$ cat src/rtl/xtea_pkg.sv
// xtea_pkg: shared types, constants and helper functions for the xtea cipher unit
// depends on nothing; imported by every module of the block but xtea_checker
package xtea_pkg;

   // number of full cycles (two half-rounds each) by default
   localparam int DEFAULT_CYCLE_COUNT = 32;

   // round constant
   localparam logic [31:0] XTEA_DELTA = 32'h9E37_79B9;

   // configuration register indexes
   localparam logic [1:0] KEY_WORD0_IDX = 2'd0;
   localparam logic [1:0] KEY_WORD1_IDX = 2'd1;
   localparam logic [1:0] KEY_WORD2_IDX = 2'd2;
   localparam logic [1:0] KEY_WORD3_IDX = 2'd3;

   // key register reset values
   localparam logic [31:0] KEY_WORD0_RESET = 32'h1A6B_6450;
   localparam logic [31:0] KEY_WORD1_RESET = 32'h69D7_4842;
   localparam logic [31:0] KEY_WORD2_RESET = 32'h2BC7_9044;
   localparam logic [31:0] KEY_WORD3_RESET = 32'h4EF3_10BC;

   // apb address width: four registers at byte offsets 0, 4, 8, 12
   localparam int CSR_ADDR_WIDTH = 4;

   // full 128-bit key, word 0 at index 0
   typedef logic [3:0][31:0] key_type;

   // one data word moving down the round pipeline
   typedef struct packed {
      logic        action;
      logic [31:0] first_word;
      logic [31:0] second_word;
   } word_type;

   // one result word
   typedef struct packed {
      logic [31:0] first_word;
      logic [31:0] second_word;
   } block_type;

   // running sum after a given count of delta additions, modulo 2^32
   function automatic logic [31:0] round_sum(input int unsigned count);
      logic [63:0] prod;
      prod = 64'(XTEA_DELTA) * 64'(count);
      return prod[31:0];
   endfunction

   // feistel mixing of one half
   function automatic logic [31:0] mix_word(input logic [31:0] v);
      return ((v << 4) ^ (v >> 5)) + v;
   endfunction

endpackage

$ cat src/rtl/xtea_skid.sv
// xtea_skid: output register with one skid entry behind the round pipeline
// depends on xtea_pkg; in_ready is a plain register output
module xtea_skid (
   input  logic                clock,
   input  logic                reset,
   input  logic                in_valid,
   input  xtea_pkg::block_type in_block,
   output logic                in_ready,
   output logic                out_valid,
   output xtea_pkg::block_type out_block,
   input  logic                out_ready
);
   import xtea_pkg::*;

   logic      out_valid_ff;
   logic      out_valid_in;
   logic      skid_valid_ff;
   logic      skid_valid_in;
   block_type out_block_ff;
   block_type out_block_in;
   block_type skid_block_ff;
   block_type skid_block_in;
   logic      out_free;

   assign out_free = ~out_valid_ff | out_ready;

   // next-state for output and skid entries
   always_comb begin
      out_valid_in  = out_valid_ff;
      out_block_in  = out_block_ff;
      skid_valid_in = skid_valid_ff;
      skid_block_in = skid_block_ff;
      if (skid_valid_ff) begin
         if (out_ready) begin
            out_valid_in  = 1'b1;
            out_block_in  = skid_block_ff;
            skid_valid_in = 1'b0;
         end
      end else if (out_free) begin
         out_valid_in = in_valid;
         out_block_in = in_block;
      end else if (in_valid) begin
         skid_valid_in = 1'b1;
         skid_block_in = in_block;
      end
   end

   always_ff @(posedge clock) begin
      if (reset) begin
         out_valid_ff  <= 1'b0;
         skid_valid_ff <= 1'b0;
      end else begin
         out_valid_ff  <= out_valid_in;
         skid_valid_ff <= skid_valid_in;
      end
   end

   always_ff @(posedge clock) begin
      out_block_ff  <= out_block_in;
      skid_block_ff <= skid_block_in;
   end

   assign in_ready  = ~skid_valid_ff;
   assign out_valid = out_valid_ff;
   assign out_block = out_block_ff;

endmodule

$ cat config.mk
export PLATFORM = sky130hd
export DESIGN_NAME = xtea_skid
export DESIGN_NICKNAME = d
export VERILOG_FILES = /design/src/rtl/xtea_pkg.sv /design/src/rtl/xtea_skid.sv
export SDC_FILE = /design/constraint.sdc
export NUM_CORES = 1
export LEC_CHECK = 0
export ABC_AREA = 1
export BUFFER_PORTS_ARGS = -buffer_cell sky130_fd_sc_hd__buf_2
export CAP_MARGIN = 10
export CORE_MARGIN = 5
export CORE_UTILIZATION = 45
export CTS_CLUSTER_SIZE = 10
export DETAILED_ROUTE_END_ITERATION = 10
export PLACE_DENSITY = 0.78
export SLEW_MARGIN = 25
export SYNTH_ARGS = -nofsm -noshare
export SYNTH_HDL_FRONTEND = slang
export SYNTH_SLANG_ARGS = --single-unit
$ cat constraint.sdc
create_clock -name clock -period 17.65 [get_ports clock]
set_clock_uncertainty 0.15 [all_clocks]
set_input_delay 0.8825 -clock clock [delete_from_list [all_inputs] [get_ports clock]]
set_output_delay 0.8825 -clock clock [all_outputs]
set_load 0.01 [all_outputs]
# Word-level counts from Yosys, hierarchy flattened
# Index checks and enable logic that the tools add are counted.
[totals] ff_bits=130 latch_bits=0 ramBits=0 mem_bits_ro=0 in_bits=68 out_inout_bits=66 elab_cells=24 n_memories=0
[classes] add_sub_neg=0 n_mul=0 n_div=0 order_cmp=0 eq_ne=1 shifts=0 mux=10 bitwise=4 n_reduce_logical=3
[op_table] op="$mux 64" count=3
[op_table] op="$mux 1" count=7
[op_table] op="$not 1->1" count=3
[op_table] op="$reduce_and 3->1" count=1
[op_table] op="$ne 2x2->1 const B" count=1
[op_table] op="$reduce_and 2->1" count=1
[op_table] op="$reduce_bool 2->1" count=1
[op_table] op="$or 1x1->1" count=1

# Longest topological paths before layout
[logic_depth] depth_word=4 mapped_depth=7 depth_no_buf=5

# Worst setup path before layout
# Ideal clock, no wire load.
[synth_path] path_kind="register -> register" from="reg skid_valid_ff" to="reg out_block_ff (netlist bit out_block[0]), enable pin" setup_time_ns=0.574 arrival_time_ns=5.040 t_required_ns=16.926 slack_ns=11.886 stages_incl_launch_ff=4 path_buffers=2 period_less_slack_ns=5.764 path_cell_list="dfxtp_1 -> buf_6 -> buf_6 -> o21ai_0"
[synth_between] elab_chain_len=2 word_cells_on_any_way=3 cone_classes="1 x eq/ne; 2 x reduce/logical"
[synth_rtl] element="from (decl)" line_no="xtea_skid.sv:17" source="logic skid_valid_ff;"
[synth_rtl] element="from (signal assigned)" line_no="xtea_skid.sv:54" source="skid_valid_ff <= skid_valid_in;"
[synth_rtl] element="$ne 2x2->1 (no line) or $reduce_bool 2->1 (tied branches)"
[synth_rtl] element="$reduce_and 2->1 (no line) *"
[synth_rtl] element="to (signal assigned)" line_no="xtea_skid.sv:59" source="out_block_ff <= out_block_in;"
[synth_rtl] element="to (decl)" line_no="xtea_skid.sv:19" source="block_type out_block_ff;"
# Every way passes the cells marked *; elsewhere a longest branch is shown, timed or not.
# A chain may end at the register's enable or synchronous reset.

# Final worst setup path
[layout_path] from="reg skid_valid_ff" to="out in_ready"
[layout_between] elab_chain_len=1
[layout_rtl] element="$not 1->1 (no line)"
[layout_rtl] element="to (decl)" line_no="xtea_skid.sv:8" source="output logic in_ready,"
# No other way between the ends.

==> impl_metrics.env <==
export IMPL_outcome="completed"
export IMPL_cp_max_fo=69
export IMPL_cpMaxStageDelayCell="clkinv_2"
export IMPL_crit_arrival_ps=2700
export IMPL_grt_pass1_vias=3008
export IMPL_ctsRootBufferMaster="clkbuf_8"
export IMPL_postLayoutCellArea_um2=6060
export IMPL_rsz0062_at_grt="no"
export IMPL_grt_pass1_wl_um=14400
export IMPL_p_sw_uw=150
export IMPL_grt_ovfl_total=0
export IMPL_wl_per_cell_um=14.2
export IMPL_grt_use_met1=0.178
export IMPL_globalRouteMet2Util=0.233
export IMPL_syn2layout_area_growth_pct=26.4
export IMPL_yosys_top_cells_area="edfxtp_1 (80%), nand2_1 (15%), buf_6 (1.6%), dfxtp_1 (0.83%), buf_2 (0.73%)"
export IMPL_finalCriticalPeriod_ps=3730
export IMPL_crit_path_end_kind="primary output"
export IMPL_first_iter_violations=124
export IMPL_setup_tns_ps=0
export IMPL_nNetsFinal=563
export IMPL_ant_nets=0
export IMPL_use_met3=0.0529
export IMPL_period_share=0.212
export IMPL_crit_required_ps=16620
export IMPL_cp_depth=3
export IMPL_dp_slack_ps=14770
export IMPL_clk_latency_ps=490
export IMPL_critPathKind="reg2out"
export IMPL_port_buffers=133
export IMPL_clock_sinks=130
export IMPL_clk_pin_slew_ps=60
export IMPL_holdCritPathClass="reg2reg"
export IMPL_ir_drop_mv=0.0521
export IMPL_cts_tree="built"
export IMPL_synthDominantCellAreaShare=0.801
export IMPL_postCtsSetupBuffers=0
export IMPL_worstHoldStart="skid_block_ff[45]"
export IMPL_reg2reg_from="skid_valid_ff"
export IMPL_cp_num_buf_inv=3
export IMPL_rows=37
export IMPL_critical_path_cell_chain="buf_4 -> clkinv_2 -> buf_2"
export IMPL_antenna_cells=0
export IMPL_cpLargestDelayFamily="buffers and inverters"
export IMPL_relSlewSlack=0.406
export IMPL_synth_seq_area_share=0.810
export IMPL_ys_types=12
export IMPL_grt_use_total=0.144
export IMPL_holdPathStages=2
export IMPL_die_w_um=113
export IMPL_seq_power_share=0.508
export IMPL_combinationalPowerShare=0.068
export IMPL_fp_dieArea_um2=12800
export IMPL_synthCells=355
export IMPL_tightest_slew_ps=891
export IMPL_powerDensity_nw_per_um2=118
export IMPL_core_area_um2=10400
export IMPL_power_uw=718
export IMPL_antenna_found_initial=0
export IMPL_initial_core_util=0.463
export IMPL_max_freq_mhz=268
export IMPL_yosys_warnings=0
export IMPL_synth_top_area_cell="edfxtp_1"
export IMPL_setup_violations=0
export IMPL_drt_wl_total_um=9110
export IMPL_hold_viol=0
export IMPL_netSwitchingFraction=0.209
export IMPL_avgSynthCellArea_um2=13.5
export IMPL_max_cap_violations=0
export IMPL_io_pins=134
export IMPL_cp_startpoint="skid_valid_ff"
export IMPL_cp_start_kind="flop"
export IMPL_vias_per_cell=4.62
export IMPL_dp_hpwl_um=5840
export IMPL_clockBufferDepth=2
export IMPL_p_clk_frac=0.424
export IMPL_setup_ws_ps=13920
export IMPL_h_tree_depth=4
export IMPL_drc=0
export IMPL_intPower_uw=568
export IMPL_busiest_layer="met2"
export IMPL_dpl_cell_area_um2=5550
export IMPL_fillCellCount=841
export IMPL_cpPeakStageDelay_ps=900
export IMPL_dr_pass1_iters=5
export IMPL_cts_made_buffers=17
export IMPL_synth_seq_cells=130
export IMPL_place_gp_congestion=0.733
export IMPL_grt_max_degree=70
export IMPL_via_count=2973
export IMPL_slew_viol_final=0
export IMPL_die_height_um=113
export IMPL_leakage_nw=2.65
export IMPL_cts_hold_buf=0
export IMPL_synth_area_um2=4800
export IMPL_reg2reg_depth=4
export IMPL_syn_nets=423
export IMPL_cts_resized_gates=0
export IMPL_layout_drive_gt1_share=0.325
-- per-layer routing --
layer	vias up	share of wire
met5	-	0
met4	0	0.016
met3	13	0.079
met2	123	0.50
met1	1367	0.41
li1	1470	-
-- cells by family (layout without fill, tap and decap cells) --
kind of cell	count (synthesis)	after routing	synth area share
AND/OR/NAND/NOR	201	201	0.158
AO/OA/AOI/OAI	2	2	0.00208
flip-flops	130	130	0.810
buffers and inverters	22	175	0.0308
-- cell usage after synthesis, drive strengths merged --
library cell	count
nand2	198
edfxtp	128
buf	15
inv	7
dfxtp	2
nor2	2
a21oi	1
nand3	1
o21ai	1
-- cell type report --
type	instances	area [um2]	share of cell area
Timing Repair Buffer	136	688	0.113
Inverter	7	27.5	0.00454
Multi-Input combinational cell	203	777	0.128
Tap cell	136	170	0.0281
Clock inverter	7	62.6	0.0103
Clock buffer	25	454	0.0749
Sequential cell	130	3880	0.641
-- worst min-delay path, delay by kind of cell (launching register included) --
kind	cells	cell delay (ps)
and+or+nand+nor	2	100
DFF	1	310
-- worst paths after layout --
kind	to	slack, ps
max reg2reg	out_block[32]	15090
min	out_block[45]	360
max	in_ready	13920
min reg2reg	out_block[45]	360
-- layout by cell type (no fill, tap or decap), drive strengths merged, types with 2 or more instances in the layout --
| cell | n |
|---|---|
| clkinv | 6 |
| nand2 | 198 |
| edfxtp | 128 |
| clkbuf | 25 |
| buf | 136 |
| inv | 6 |
| nor2 | 2 |
| dfxtp | 2 |
-- through the flow --
stage	hold WS (ps)	utilization	std cells
6_report	361	0.585	644
5_1_grt	385	0.585	644
4_1_cts	364	0.585	644
3_5_place_dp	350	0.535	612
3_3_place_gp	350	0.535	612
2_1_floorplan	340	-	355
-- flip-flops by register name, indices dropped and copies added (netlist names) --
register / cells
out_block: 64
out_valid: 1
skid_block_ff: 64
skid_valid_ff: 1
-- power groups by stage --
stage                     Clock [mW]  Sequential [mW]  Combinational, mW
after global placement             0            0.371             0.0479
after global routing           0.326            0.366             0.0542
final                          0.305            0.365             0.0490
after detailed placement           0            0.371             0.0498
after CTS                      0.311            0.365             0.0500
after floorplan                    0            0.380             0.0151
No activity file was read; power rests on OpenSTA's default activity.
