===== config.mk =====
export PLATFORM = sky130hd
export DESIGN_NAME = xtea_csr
export DESIGN_NICKNAME = d
export VERILOG_FILES = /design/src/rtl/xtea_pkg.sv /design/src/rtl/xtea_csr.sv
export SDC_FILE = /design/constraint.sdc
export NUM_CORES = 1
export LEC_CHECK = 0
export ABC_AREA = 1
export BUFFER_PORTS_ARGS = -buffer_cell sky130_fd_sc_hd__buf_2
export CORE_MARGIN = 2
export CORE_UTILIZATION = 45
export DETAILED_ROUTE_END_ITERATION = 10
export GPL_TIMING_DRIVEN = 0
export PLACE_DENSITY = 0.74
export SLEW_MARGIN = 20
export SYNTH_ARGS = -nofsm -noshare
export SYNTH_HDL_FRONTEND = slang
export SYNTH_SLANG_ARGS = --single-unit
export TNS_END_PERCENT = 30

===== constraint.sdc =====
create_clock -name clock -period 3.05 [get_ports clock]
set_clock_uncertainty 0.2 [all_clocks]
set_input_delay 0.305 -clock clock [delete_from_list [all_inputs] [get_ports clock]]
set_output_delay 0.305 -clock clock [all_outputs]
set_load 0.01 [all_outputs]

===== src/rtl/xtea_pkg.sv =====
// xtea_pkg: shared types, constants and helper functions for the xtea cipher unit
// depends on nothing; imported by every module of the block but xtea_checker
package xtea_pkg;

   // number of full cycles (two half-rounds each) by default
   localparam int DEFAULT_CYCLE_COUNT = 32;

   // round constant
   localparam logic [31:0] XTEA_DELTA = 32'h9E37_79B9;

   // configuration register indexes
   localparam logic [1:0] KEY_WORD0_IDX = 2'd0;
   localparam logic [1:0] KEY_WORD1_IDX = 2'd1;
   localparam logic [1:0] KEY_WORD2_IDX = 2'd2;
   localparam logic [1:0] KEY_WORD3_IDX = 2'd3;

   // key register reset values
   localparam logic [31:0] KEY_WORD0_RESET = 32'h1A6B_6450;
   localparam logic [31:0] KEY_WORD1_RESET = 32'h69D7_4842;
   localparam logic [31:0] KEY_WORD2_RESET = 32'h2BC7_9044;
   localparam logic [31:0] KEY_WORD3_RESET = 32'h4EF3_10BC;

   // apb address width: four registers at byte offsets 0, 4, 8, 12
   localparam int CSR_ADDR_WIDTH = 4;

   // full 128-bit key, word 0 at index 0
   typedef logic [3:0][31:0] key_type;

   // one data word moving down the round pipeline
   typedef struct packed {
      logic        action;
      logic [31:0] first_word;
      logic [31:0] second_word;
   } word_type;

   // one result word
   typedef struct packed {
      logic [31:0] first_word;
      logic [31:0] second_word;
   } block_type;

   // running sum after a given count of delta additions, modulo 2^32
   function automatic logic [31:0] round_sum(input int unsigned count);
      logic [63:0] prod;
      prod = 64'(XTEA_DELTA) * 64'(count);
      return prod[31:0];
   endfunction

   // feistel mixing of one half
   function automatic logic [31:0] mix_word(input logic [31:0] v);
      return ((v << 4) ^ (v >> 5)) + v;
   endfunction

endpackage


===== src/rtl/xtea_csr.sv =====
// xtea_csr: apb-style register file holding the four key words
// depends on xtea_pkg
module xtea_csr (
   input  logic                                clock,
   input  logic                                reset,
   input  logic                                psel,
   input  logic                                penable,
   input  logic                                pwrite,
   input  logic [xtea_pkg::CSR_ADDR_WIDTH-1:0] paddr,
   input  logic [31:0]                         pwdata,
   output logic [31:0]                         prdata,
   output logic                                pready,
   output xtea_pkg::key_type                   key
);
   import xtea_pkg::*;

   key_type    key_ff;
   key_type    key_in;
   logic [1:0] reg_idx;
   logic       wr_en;

   assign reg_idx = paddr[CSR_ADDR_WIDTH-1:2];
   assign wr_en   = psel & penable & pwrite;

   // key register write decode
   always_comb begin
      key_in = key_ff;
      if (wr_en) begin
         case (reg_idx)
            KEY_WORD0_IDX: key_in[0] = pwdata;
            KEY_WORD1_IDX: key_in[1] = pwdata;
            KEY_WORD2_IDX: key_in[2] = pwdata;
            KEY_WORD3_IDX: key_in[3] = pwdata;
            default:       key_in    = key_ff;
         endcase
      end
   end

   always_ff @(posedge clock) begin
      if (reset) begin
         key_ff[0] <= KEY_WORD0_RESET;
         key_ff[1] <= KEY_WORD1_RESET;
         key_ff[2] <= KEY_WORD2_RESET;
         key_ff[3] <= KEY_WORD3_RESET;
      end else begin
         key_ff <= key_in;
      end
   end

   // read mux
   always_comb begin
      case (reg_idx)
         KEY_WORD0_IDX: prdata = key_ff[0];
         KEY_WORD1_IDX: prdata = key_ff[1];
         KEY_WORD2_IDX: prdata = key_ff[2];
         KEY_WORD3_IDX: prdata = key_ff[3];
         default:       prdata = '0;
      endcase
   end

   assign pready = 1'b1;
   assign key    = key_ff;

endmodule


==> Word level (Yosys, flattened, before mapping) <==
Cells that the tools add are included.
{ "word_totals": {"register_bits": 128, "input_bits": 41, "out_inout_bits": 161, "word_cells": 15} }
{ "op_classes": {"n_eq_ne": 3, "mux": 1, "bitwise": 2, "reduce_logical": 5} }
{ "ops": {"columns": ["operator", "count"], "rows": [
  ["32-bit case mux with 4 select lines", 1],
  ["2-bit AND reduction", 4],
  ["2-bit equality test (second input constant)", 2],
  ["1-bit bitwise AND", 2],
  ["2-bit by 1-bit equality test with 1-bit output (second input constant)", 1],
  ["2-bit zero test", 1]
]} }

==> Depth between registers and ports, before layout <==
{ "logic_depth": {"depth_word": 3, "ltp_mapped": 7, "ltp_nobuf": 5} }

==> Worst setup path before layout <==
OpenSTA, ideal clock, no wires.
{ "synth_timing": {"path_kind": "input to output", "from": "in paddr[3] in the netlist's numbering", "to": "out prdata[0]", "t_arrival_ns": 0.967, "required_time_ns": 2.545, "path_slack_ns": 1.578, "path_stages": 4, "n_path_buf": 1, "path_cell_list": "nor2_2 -> clkbuf_1 -> nand2_1 -> nand4_1"} }
{ "synth_via": {"elab_chain_len": 2, "word_cells_on_any_way": 5, "classes_between": "3 x eq/ne; 1 x mux; 1 x reduce/logical"} }
{ "synth_rtl": {"columns": ["item", "line", "text"], "rows": [
  ["start: declaration", "xtea_csr.sv:9", "input logic [xtea_pkg::CSR_ADDR_WIDTH-1:0] paddr,"],
  ["2-bit equality test, or another cell as far along", "xtea_csr.sv:52", "case (reg_idx)"],
  ["32-bit case mux with 4 select lines *", "xtea_csr.sv:52", null],
  ["end: declaration", "xtea_csr.sv:11", "output logic [31:0] prdata,"]
]} }
Every way passes the cells marked *; elsewhere a longest branch is shown, timed or not.

==> Final worst setup path <==
{ "layout_timing": {"from": "in paddr[3] in the netlist's numbering", "to": "out prdata[29]"} }
The elaborated chain is that of the path after synthesis.

==> impl_metrics.tcl <==
set metrics [dict create \
    outcome "finished, final reports clean" \
    cap_violations 0 \
    synth_compound_area_share_pct 0 \
    synthCells 855 \
    antenna_left 0 \
    dpl_cell_area_um2 6890 \
    die_w_um 116 \
    grt_first_pass_wirelength_um 32800 \
    async_flop_share_pct 0 \
    critical_path_depth 6 \
    dr.pass1.iters 6 \
    fin_area_um2 7820 \
    worstPathRequired_ps 2540 \
    coreArea_um2 12500 \
    worst_pin_slew_ps 879 \
    leakagePower_nw 3.92 \
    dp_hpwl_um 15000 \
    start_kind "input pin" \
    layout.nets 1141 \
    port_buffers 198 \
    yosys-mux-area-fraction_pct 0 \
    path_cells "buf_2 > nor2_2 > clkbuf_1 > nand2_1 > nand4_1 > buf_2" \
    path_class "input pin to output port" \
    ys_seq_area_share_pct 45.1 \
    pwr-share-seq_pct 38.8 \
    row_count 41 \
    cpMostUsedCell "buf_2" \
    setup_tns_ps 0 \
    r2r_end "key[103]$_SDFFE_PP1P_" \
    grt_max_degree 17 \
    ys.flop_type "dfxtp_1" \
    syn_nets 896 \
    synthSimpleGateAreaFrac_pct 47.0 \
    hold_viol 0 \
    fin_ws_ps 770 \
    synth-xor-area-share_pct 0 \
    cts_tree "yes" \
    antenna_found_initial 0 \
    switching_share_pct 25.3 \
    synth.largest_area_cell "dfxtp_1" \
    io_pins 202 \
    ir_worst_vdd_v 0.000374 \
    crit_fanout 10 \
    crit_slowest_cell "clkbuf_1" \
    drc 0 \
    synth_area_um2 5680 \
    endpoint_kind "output port" \
    drive_gt1_share_pct 26.0 \
    cts_buffer_depth 2 \
    worstSetupEndpoint "prdata[29]" \
    fp.dieH_um 116 \
    synth_seq_cells 128 \
    area_growth_pct 37.6 \
    reg2reg_from "key[103]$_SDFFE_PP1P_" \
    synth_edf_count 0 \
    p_int_mw 3.35 \
    cts_htree_levels 4 \
    cts_resized 0 \
    gp_congestion 0.878 \
    cts.clk_slew.worst_paths_ps 60 \
    max_clock_freq_ghz 0.439 \
    crit_family "buffers and inverters" \
    cpPeakStageDelay_ps 540 \
    grt_overflow_total 0 \
    p_switching_mw 1.14 \
    cts_buffers 17 \
    synth_top_family_by_area "simple AND/OR/NAND/NOR gates" \
    wirelength_um 22100 \
    startpoint "paddr[3]" \
    drt_iter0_drc 762 \
    ys_warn_count 0 \
    nFillCells 1186 \
    seq_area_um2 2560 \
    largest_register_ff_count 128 \
    syn_area_per_cell_um2 6.65 \
    finalMaxSlewViolations 0 \
    yosys-top-cells-count "318 x nand2_1, 144 x nor2_1, 128 x dfxtp_1, 128 x nand3_1, 32 x nand4_1" \
    multi_input_area_um2 2680 \
    crit_arrival_ps 1780 \
    yosysTopAreaCellShare_pct 45.1 \
    cp_num_buf_inv 3 \
    antenna_cells 0 \
    r2r_cells 2 \
    vias 6680 \
    vias_per_cell 5.20 \
    clk-insertion-delay-late_ps 430 \
    hp-class "input pin to flop" \
    rsz0062_at_grt "false" \
    yosysUniqueCellTypes 17 \
    fin_crit_ps 2280 \
    combinationalPowerShare_pct 10.8 \
    clockPowerShare_pct 50.4 \
    r2r_slack_ps 2220 \
    die-area_um2 13500 \
    setup_viol 0 \
    synthAdderAreaFrac_pct 0 \
    hold_depth 5 \
    post-cts-setup-buffers 0 \
    slew_headroom_pct 41.4 \
    synth.most_common_cell "nand2_1" \
    track_usage_pct 33.0 \
    clock_sinks 128 \
    dp_slack_ps 835 \
    timing.final.crit_share_pct 74.8 \
    p_per_area_nw_per_um2 574 \
    synth.area.top_cells "dfxtp_1 45%, nand2_1 21%, nand3_1 11%, nor2_1 9.5%, nand4_1 3.5%" \
    initial_core_util_pct 45.6 \
    wire_per_inst_um 17.2 \
    clock-root-buffer "clkbuf_16" \
    grt_pass1_vias 5897 \
]
[cells by family (layout without fill, tap and decap cells)]
logic type | Yosys count | count (layout)
AND/OR/NAND/NOR | 634 | 634
other | 1 | 1
flip-flops | 128 | 128
buffers and inverters | 92 | 350
[cells in the final DEF, fill, tap and decap left out, drive strengths merged]
master	n
conb	1
nor2	152
bufinv	5
clkinvlp	4
clkinv	4
nand4	32
nand2	321
nand3	129
inv	34
clkbuf	27
buf	248
dfxtp	128
dlygate4sd3	28
[how the worst min path moves through the flow]
stage,end,slack [ps],startpoint
after floorplan,key[33]$_SDFFE_PP1P_,230,pwdata[1]
after global placement,key[59]$_SDFFE_PP1P_,260,key[59]$_SDFFE_PP1P_
after detailed placement,key[49]$_SDFFE_PP1P_,260,key[49]$_SDFFE_PP1P_
after CTS,key[95]$_SDFFE_PP0P_,40,pwdata[31]
after global routing,key[64]$_SDFFE_PP0P_,80,pwdata[0]
final,key[95]$_SDFFE_PP0P_,40,pwdata[31]
[area by class of cell]
cell class	count	area share (%)
Clock buffer	18	5.62
Buffer	59	4.08
Tap cell	172	2.75
Inverter	33	1.58
Clock inverter	14	2.72
Timing Repair Buffer	226	16.3
Sequential cell	128	32.8
Multi-Input combinational cell	635	34.2
[layer usage]
metal	vias up	GRT usage [%]	part of all wire [%]	wire, um
met4	0	13.5	3.4	756
met2	390	52.7	45	10100
li1	3191	-	-	-
met5	-	0	0	0
met3	71	7.58	10	2240
met1	3028	43.2	41	9090
[metrics by stage]
stage               hold slack, ps  power (mW)  std cells  utilization, %
global route                  79.5        4.61       1285            62.7
detailed placement             263        2.22       1225            55.3
CTS                           37.6        4.47       1285            62.7
floorplan                      231        2.02        855               -
finish                        41.0        4.49       1285            62.7
global placement               261        2.22       1225            55.3
[power groups by stage]
stage | Sequential (mW) | Clock, mW | Combinational (mW)
after floorplan | 1.79 | 0 | 0.230
after global placement | 1.78 | 0 | 0.444
after detailed placement | 1.78 | 0 | 0.447
after CTS | 1.74 | 2.26 | 0.477
after global routing | 1.74 | 2.34 | 0.527
final | 1.74 | 2.26 | 0.484
[what timing repair did]
action | in CTS | in global routing
hold buffers | 28 | 0
endpoints found under the hold margin | 56 | 0
endpoints found under the setup margin | 0 | 0
[worst reg2reg max path, stage by stage (launching register included)]
cell     delay, ps
dfxtp_1        330
nand2_1         70
nand3_1         80
No activity file was read; power rests on OpenSTA's default activity.
