[src/rtl/xtea_pkg.sv]
// xtea_pkg: shared types, constants and helper functions for the xtea cipher unit
// depends on nothing; imported by every module of the block but xtea_checker
package xtea_pkg;

   // number of full cycles (two half-rounds each) by default
   localparam int DEFAULT_CYCLE_COUNT = 32;

   // round constant
   localparam logic [31:0] XTEA_DELTA = 32'h9E37_79B9;

   // configuration register indexes
   localparam logic [1:0] KEY_WORD0_IDX = 2'd0;
   localparam logic [1:0] KEY_WORD1_IDX = 2'd1;
   localparam logic [1:0] KEY_WORD2_IDX = 2'd2;
   localparam logic [1:0] KEY_WORD3_IDX = 2'd3;

   // key register reset values
   localparam logic [31:0] KEY_WORD0_RESET = 32'h1A6B_6450;
   localparam logic [31:0] KEY_WORD1_RESET = 32'h69D7_4842;
   localparam logic [31:0] KEY_WORD2_RESET = 32'h2BC7_9044;
   localparam logic [31:0] KEY_WORD3_RESET = 32'h4EF3_10BC;

   // apb address width: four registers at byte offsets 0, 4, 8, 12
   localparam int CSR_ADDR_WIDTH = 4;

   // full 128-bit key, word 0 at index 0
   typedef logic [3:0][31:0] key_type;

   // one data word moving down the round pipeline
   typedef struct packed {
      logic        action;
      logic [31:0] first_word;
      logic [31:0] second_word;
   } word_type;

   // one result word
   typedef struct packed {
      logic [31:0] first_word;
      logic [31:0] second_word;
   } block_type;

   // running sum after a given count of delta additions, modulo 2^32
   function automatic logic [31:0] round_sum(input int unsigned count);
      logic [63:0] prod;
      prod = 64'(XTEA_DELTA) * 64'(count);
      return prod[31:0];
   endfunction

   // feistel mixing of one half
   function automatic logic [31:0] mix_word(input logic [31:0] v);
      return ((v << 4) ^ (v >> 5)) + v;
   endfunction

endpackage

[src/rtl/xtea_round.sv]
// xtea_round: one registered feistel half-round, encrypt or decrypt per word
// depends on xtea_pkg; sum and key index are fixed by the stage position
module xtea_round #(
   parameter int HALF_STEP = 0,
   parameter int CYCLES    = xtea_pkg::DEFAULT_CYCLE_COUNT
) (
   input  logic                clock,
   input  logic                reset,
   input  logic                advance,
   input  logic                in_valid,
   input  xtea_pkg::word_type  in_word,
   input  xtea_pkg::key_type   key,
   output logic                out_valid,
   output xtea_pkg::word_type  out_word
);
   import xtea_pkg::*;

   localparam int STEP_IDX = HALF_STEP / 2;
   localparam bit IS_ODD   = (HALF_STEP % 2) == 1;
   localparam logic [31:0] ENC_SUM =
      round_sum(IS_ODD ? STEP_IDX + 1 : STEP_IDX);
   localparam logic [31:0] DEC_SUM =
      round_sum(IS_ODD ? CYCLES - STEP_IDX - 1 : CYCLES - STEP_IDX);
   localparam logic [1:0] ENC_KEY = IS_ODD ? ENC_SUM[12:11] : ENC_SUM[1:0];
   localparam logic [1:0] DEC_KEY = IS_ODD ? DEC_SUM[1:0] : DEC_SUM[12:11];

   logic        valid_ff;
   word_type    word_ff;
   word_type    word_in;
   logic        mod_first;
   logic [31:0] src;
   logic [31:0] dst;
   logic [31:0] sum;
   logic [31:0] key_sel;
   logic [31:0] tweak;
   logic [31:0] updated;

   // which half changes: even steps touch first on encrypt, second on decrypt
   assign mod_first = IS_ODD ? in_word.action : ~in_word.action;
   assign src       = mod_first ? in_word.second_word : in_word.first_word;
   assign dst       = mod_first ? in_word.first_word  : in_word.second_word;
   assign sum       = in_word.action ? DEC_SUM : ENC_SUM;
   assign key_sel   = in_word.action ? key[DEC_KEY] : key[ENC_KEY];

   // half-round arithmetic
   assign tweak   = mix_word(src) ^ (sum + key_sel);
   assign updated = in_word.action ? dst - tweak : dst + tweak;

   always_comb begin
      word_in = in_word;
      if (mod_first) begin
         word_in.first_word = updated;
      end else begin
         word_in.second_word = updated;
      end
   end

   // valid bit, cleared by reset
   always_ff @(posedge clock) begin
      if (reset) begin
         valid_ff <= 1'b0;
      end else if (advance) begin
         valid_ff <= in_valid;
      end
   end

   // payload
   always_ff @(posedge clock) begin
      if (advance) begin
         word_ff <= word_in;
      end
   end

   assign out_valid = valid_ff;
   assign out_word  = word_ff;

endmodule

[config.mk]
export PLATFORM = sky130hd
export DESIGN_NAME = xtea_round
export DESIGN_NICKNAME = d
export VERILOG_FILES = /design/src/rtl/xtea_pkg.sv /design/src/rtl/xtea_round.sv
export SDC_FILE = /design/constraint.sdc
export NUM_CORES = 1
export LEC_CHECK = 0
export ABC_CLOCK_PERIOD_IN_PS = 10100
export BUFFER_PORTS_ARGS = -buffer_cell sky130_fd_sc_hd__buf_2
export CORE_ASPECT_RATIO = 0.75
export CORE_MARGIN = 4
export CORE_UTILIZATION = 45
export DETAILED_ROUTE_END_ITERATION = 8
export MAX_ROUTING_LAYER = met4
export PLACE_DENSITY = 0.74
export SLEW_MARGIN = 20
export SYNTH_ARGS = -nofsm -noshare
export SYNTH_HDL_FRONTEND = slang
export SYNTH_SLANG_ARGS = --single-unit
[constraint.sdc]
create_clock -name clock -period 10.1 [get_ports clock]
set_input_delay 0 -clock clock [delete_from_list [all_inputs] [get_ports clock]]
set_output_delay 0 -clock clock [all_outputs]
set_load 0.01 [all_outputs]
# Word level (Yosys, flattened, before mapping)
# Cells that the tools add are included.
[word_totals]
out_inout_bits = 66
inputBits = 197
regBits = 66
[op_classes]
muxes = 7
bitwise = 2
addsub = 4
[op_table]
columns = ["op", "n"]
rows = [
  ["2-to-1 mux 32 bit", 7],
  ["adder 32 bit", 3],
  ["subtractor 32 bit", 1],
  ["bitwise XOR 32 x 27 -> 32 bit", 1],
  ["bitwise XOR 32 bit", 1],
]

# Depth between registers and ports, before layout
# Gate-level depths: netlist (run 1).
[logic_depth]
ltp_word = 7
mapped_depth = 34

# Worst setup path before layout (run 1)
# OpenSTA, ideal clock, no wires.
[synth_timing]
kind = "input to register"
from = "in in_word[64] in the netlist's numbering"
to = "reg word_ff (netlist bit out_word[63]), data pin"
setup_time_ns = 0.269
cell_stages = 30
arrival_ns = 6.513
slack_ns = 3.319
path_cell_list = "buf_6 buf_6 buf_2 buf_2 clkbuf_1 clkbuf_1 mux2_2 ha_1 a21oi_1 o21ai_1 or2_4 xnor2_1 and4_1 or4_1 buf_2 nor3_1 nor2_1 xnor2_1 ha_1 nand2_1 a211oi_1 o21ai_0 a211oi_1 nor4_1 nor3_1 a21oi_1 o21ai_0 xnor3_1 nor4_1 o31ai_1"
[synth_lines]
columns = ["element", "line", "text"]
rows = [
  ["start: declaration", "xtea_round.sv:11", "input xtea_pkg::word_type in_word,"],
  ["end signal: assignment", "xtea_round.sv:70", "word_ff <= word_in;"],
  ["end: declaration", "xtea_round.sv:28", "word_type word_ff;"],
]

==> metrics, run 1 <==
status=finished clean; Initial Util=46.5%; number of global-route vias before repair=7940; core box area=19700 um2; most common cell after layout, fill and taps aside=buf_2; IO Count=263; Routed WL per cell=around 17 um; # placed instances=1496; Area Overhead vs Synth=19.6%; CTS buffer count=9; Reg area=a little under 2000 um2; TNS Setup=0 ps; 1st-iter DRT viols=756; minimum clock period=about 7500 ps; DP Wirelength=21200 um; warning count from the yosys run=0; vias post-DR=8676; commonest non-fill, non-tap cells in the layout=buf_2, nand2_1, xnor2_1, a21oi_1, ha_1; PD cells=249 nW/um2; CTS tree=yes; Fillers=1821; worst path required time=10160 ps; synthesized area per cell=8.52 um2; Fmax=134 MHz; Arr. time, crit path=7520 ps; Clk Latency, worst-skew pair=330 ps; Netlist cell types=82; Synth Flop Type=edfxtp_1; Post-synth EDFFs=65; Total GRT Usage=between 20% and 30%; Synthesized Nets=approximately 1400; FF+latch count, synth=66; fin worst setup slack=2650 ps; Pins Over Slew Limit=0; Final Skew=0 ps; Least-Margin Pin Slew=853 ps; Routed WL=approximately 26000 um; Root Driver=clkbuf_16; Fin. Hold Viols=0; post-synthesis sequential area ratio=21.6%; drt first pass iters=5; share of layout cells above drive strength 1=around 23%; clock sinks=66; LEAKAGE=4.91 nW; max_cap viols=0; Final Cycle Share=73.8%; area of the multi-input gates=6900 um2; Ant. Diodes=0; grt ovf=0; Non-Filler Instances=~1500; first-pass GRT wire length=41800 um; die extent in y=131 um; Port Buf Inserts=roughly 200; Clock transition at path regs=approximately 60 ps; Die ar.=22700 um2; Clock Path Buffers=2; Hold/Removal Path Class=in2reg; endpoint class of the critical path=register; Setup Viol. Count Final=0; CP max FO=100; Post-DRT Antenna Nets=0; RSZ-0062 raised after global routing=no; Die W=~170 um; largest net degree at the start of global routing=101; initial antenna violation count=0; RD Place Congestion=0.936; worst slack, placed=2410 ps; number of cell rows=44; Mapped Cells=1074; Worst Setup Path Type=in2reg; Post-layout nets=1558; Slew headroom=a little over two fifths; Vias/cell=5.65; Max H-tree Level=3; post-cts resize count=0; Peak supply drop=about 0.00012 V; mapped cell area=between 9000 and 10000 um2; asr flop ratio synth=0%; CP Launch Type=input port; Residual DRC=0
logic make-up (layout without fill, tap and decap cells):
group	count (synthesis)	count (layout)	share of synthesized area [%]
xor gates and xnor gates	167	167	16.8
DFF	66	66	21.6
adders and majority gates	84	84	11.6
AOI/OAI and AO/OA	285	285	20.6
and+or+nand+nor	335	335	17.9
buffers and inverters	67	276	2.95
muxes	70	70	8.60
worst paths after layout:
kind,start,end,slack [ps],cells past startpoint
worst max-delay path,in_word[64],out_word[63],2650,27
worst min-delay path,in_word[31],out_word[31],10,2
worst max register to register,out_valid,out_valid,8960,3
worst min register to register,out_valid,out_valid,1060,3
report_power, final:
group / switching (mW) / internal, mW / total [mW]
clock: 0.122 / 0.242 / 0.364
combinational: 1.08 / 0.798 / 1.88
sequential: 0.0267 / 0.457 / 0.484
total: 1.23 / 1.50 / 2.73
what timing repair did:
action                                 CTS  global route
endpoints found under the hold margin   23             0
buffers inserted                         0             0
hold buffers                            24             0
Yosys cell counts, types with 3 or more instances:
cell type  count  area share, %
a211o_1        4           0.38
a211oi_1       6           0.49
a21bo_2        3           0.33
a21boi_0       5           0.41
a21o_1        40            3.3
a21oi_1       93            5.1
a221oi_1       4           0.38
a311oi_1       4           0.38
a31oi_1       16            1.1
and2_1         8           0.55
and3_1        13           0.89
and4_1         7           0.67
buf_1         10           0.41
buf_2          3           0.16
clkbuf_1      20           0.82
edfxtp_1      65             21
ha_1          81             11
inv_1         31            1.3
mux2_2        55            6.8
mux2i_1       13            1.4
nand2_1      145            6.0
nand2b_1      14           0.96
nand3_1       16           0.88
nand4_1       10           0.68
nor2_1        47            1.9
nor2b_1       29            2.0
nor3_1        16           0.88
nor4_1         4           0.27
o2111ai_1      3           0.29
o211ai_1       8           0.66
o21a_1         8           0.66
o21ai_0       43            2.4
o21ai_1        3           0.16
o21bai_1       7           0.57
o31ai_1        9           0.74
o41ai_1        3           0.29
or2_2          3           0.21
or3_1          9           0.62
xnor2_1      121             12
xnor3_1        4           0.98
xor2_1        41            3.9
layout make-up:
type | instances | area share (%)
clock buffers | 10 | 2.09
flip-flops and latches | 66 | 18.0
clock inverters | 6 | 1.05
inverters | 32 | 1.10
repair buffers | 228 | 11.7
multi-input cells | 941 | 63.1
well taps | 253 | 2.89
critical path, cell delays in order:
cell      delay [ps]
buf_6            490
inv_2            320
buf_4            380
nand2_1          140
nand2_1          200
xor2_1           230
ha_1             260
maj3_1           360
nand2_1           80
o311ai_2         220
and4_1           270
or4_1            690
nor3_1           500
nor2_1           110
xnor2_1          170
ha_1             400
nand2_1          110
a211oi_1         210
o21ai_0          160
a211oi_1         330
nor4_1           110
nor3_1           490
a21oi_1          160
o21ai_0          290
xnor3_1          310
nor4_1           270
o31ai_1          110
stage by stage:
stage	util (%)	hold slack, ps	instance area (um2)	total power, mW
floorplan	-	72.4	9150	1.87
global placement	52.7	157	10400	2.28
detailed placement	52.7	163	10400	2.32
CTS	55.7	1.11	10900	2.70
global route	55.7	14.8	10900	2.94
finish	55.7	10.6	10900	2.73
routing by layer:
metal	routed length [um]	part of all wire, %	global-route usage (%)
met5	0	0	-
met4	252	0.96	3.50
met3	2100	8.0	3.96
met2	10200	39	31.1
met1	13700	52	35.5
state kept, by name (all words and copies together), names as in the netlist:
name / flops
out_word: 65
out_valid: 1
Note: power is estimated with default switching activity, not from simulation.
==> inputs of run 2 (changes only) <==
ABC_CLOCK_PERIOD_IN_PS = 6100   (was 10100)
PLACE_DENSITY = 0.76   (was 0.74)
clock period = 6.1 ns   (was 10.1 ns; I/O delays follow)
==> metrics, run 2 (synthesized netlist as in run 1, its figures left out) <==
Fmax=between 150 and 200 MHz; Total GRT Usage=24.3% (+1.5 points); Vias/cell=5.67 (+0.45%); CP Launch Type=input port; Core Util, Final=59.1% (+3.4 points); Least-Margin Pin Slew=854 ps (+1.64 ps); initial antenna violation count=2 (+2); CP max FO=7 (-93%); most common cell after layout, fill and taps aside=buf_2; number of global-route vias before repair=8568 (+7.9%); commonest non-fill, non-tap cells in the layout=buf_2, nand2_1, xnor2_1, a21oi_1, ha_1; drt first pass iters=5 (unchanged); first-pass GRT wire length=44900 um (+7.2%); Post-layout nets=1624 (+4.2%); vias post-DR=9101 (+4.9%); Arr. time, crit path=5920 ps (-1600 ps); Clk Latency, worst-skew pair=330 ps (about the same); Final Skew=0 ps (unchanged); Final Instance Area=11600 um2 (+6.1%); Clock transition at path regs=60 ps (about the same); Pins Over Slew Limit=0 (unchanged); worst path required time=6180 ps (-3980 ps); clock sinks=66 (unchanged); Routed WL per cell=17.4 um (+2.1%); max_cap viols=0 (unchanged); Placed Area=10900 um2 (+5.2%); Max H-tree Level=3 (unchanged); grt ovf=0 (unchanged); DP Wirelength=22700 um (+7.2%); RD Place Congestion=0.943 (+0.81%); max FFs per register=65 (unchanged); Die W=173 um (unchanged); endpoint class of the critical path=register; Die ar.=22700 um2 (unchanged); IO Count=263 (unchanged); die extent in y=131 um (unchanged); Worst Setup Path Type=in2reg; Clock Path Buffers=2 (unchanged); status=finished clean; TNS Setup=0 ps (unchanged); 1st-iter DRT viols=926 (+22%); Setup Viol. Count Final=0 (unchanged); Peak supply drop=0.000212 V (+83%); Hold/Removal Path Class=in2reg; share of layout cells above drive strength 1=27.9% (+4.8 points); Routed WL=28000 um (+6.6%); Fin. Hold Viols=0 (unchanged); minimum clock period=5840 ps; Fillers=1711 (-6.0%); number of cell rows=44 (unchanged); worst hold margin=13.5 ps (+2.87 ps); Residual DRC=0 (unchanged); PD cells=417 nW/um2 (+67%); Port Buf Inserts=198 (unchanged); LEAKAGE=5.27 nW (+7.5%); CTS buffer count=9 (unchanged); Root Driver=clkbuf_16; Initial Util=46.5% (unchanged); core box area=19700 um2 (unchanged); Slew headroom=43.0% (-0.11 points); RSZ-0062 raised after global routing=yes; CTS tree=yes; Final Cycle Share=approximately 96%; Area Overhead vs Synth=26.9%; largest net degree at the start of global routing=69 (-32%); Post-DRT Antenna Nets=0 (unchanged)
[run 2: cell types whose count changed in the layout (fill, tap and decap cells not counted), sizes merged]
cell	before	now
clkbuf	10	11
buf	204	266
dlygate4sd3	24	28
bufinv	3	2
diode	0	2
[run 2: per-layer routing]
| layer | wire, um | track usage, % | part of all wire, % |
|---|---|---|---|
| met1 | 13800 | 36.8 | 49 |
| met2 | 11200 | 34.1 | 40 |
| met3 | 2710 | 4.57 | 9.7 |
| met4 | 304 | 4.08 | 1.1 |
| met5 | 0 | - | 0 |
[run 2: metrics by stage]
| step | instances | total power [mW] | setup WS [ps] |
|---|---|---|---|
| global placement | 1558 | 4.02 | 157 |
| CTS | 1602 | 4.74 | 248 |
| global route | 1604 | 5.21 | -51.9 |
| finish | 1604 | 4.84 | 260 |
| floorplan | 1074 | 3.14 | 34.8 |
| detailed placement | 1558 | 4.11 | 107 |
[run 2: path summary, 6_finish.rpt]
| path | startpoint | to | slack (ps) | cells after the start |
|---|---|---|---|---|
| hold / removal | in_word[54] | out_word[54] | 10 | 3 |
| setup reg to reg | out_valid | out_valid | 4940 | 3 |
| setup / recovery | in_word[39] | out_word[52] | 260 | 27 |
| hold reg to reg | out_valid | out_valid | 1060 | 3 |
[run 2: area by class of cell]
| cell class | instances | area, um2 | area share, % |
|---|---|---|---|
| clock buffers | 11 | 253 | 2.18 |
| multi-input cells | 941 | 7030 | 60.5 |
| diodes | 2 | 5.00 | 0.0431 |
| well taps | 253 | 317 | 2.73 |
| inverters | 32 | 120 | 1.03 |
| repair buffers | 294 | 1830 | 15.8 |
| flip-flops and latches | 66 | 1970 | 17.0 |
| clock inverters | 5 | 85.1 | 0.733 |
[run 2: critical path: stages]
cell and delay, ps:
dlygate4sd3_1 550, buf_2 130, nand2_1 70, nand2b_1 180, ha_1 360, o21ai_0 310, o21ai_1 170, o2111ai_2 270
o311ai_2 160, buf_4 190, xnor2_1 330, buf_4 190, nand4_1 190, nand2_1 140, xor2_1 240, ha_1 340
a21o_1 180, a21oi_1 190, o211ai_1 100, a31o_2 230, a31o_2 230, a21o_1 190, a21oi_1 200, o21ai_0 100
a21oi_1 200, xnor2_1 150, mux2_2 290
[run 2: repair_timing]
item	CTS	global route
hold endpoints to repair	27	0
hold buffers	28	0
endpoints found under the setup margin	0	11
gates resized for setup	0	19
buffers inserted	0	0
[run 2: power breakdown]
part	switching [mW]	total, mW	internal (mW)	leakage (nW)
clock	0.200	0.582	0.382	0.162
combinational	1.93	3.45	1.52	4.47
sequential	0.0461	0.803	0.757	0.642
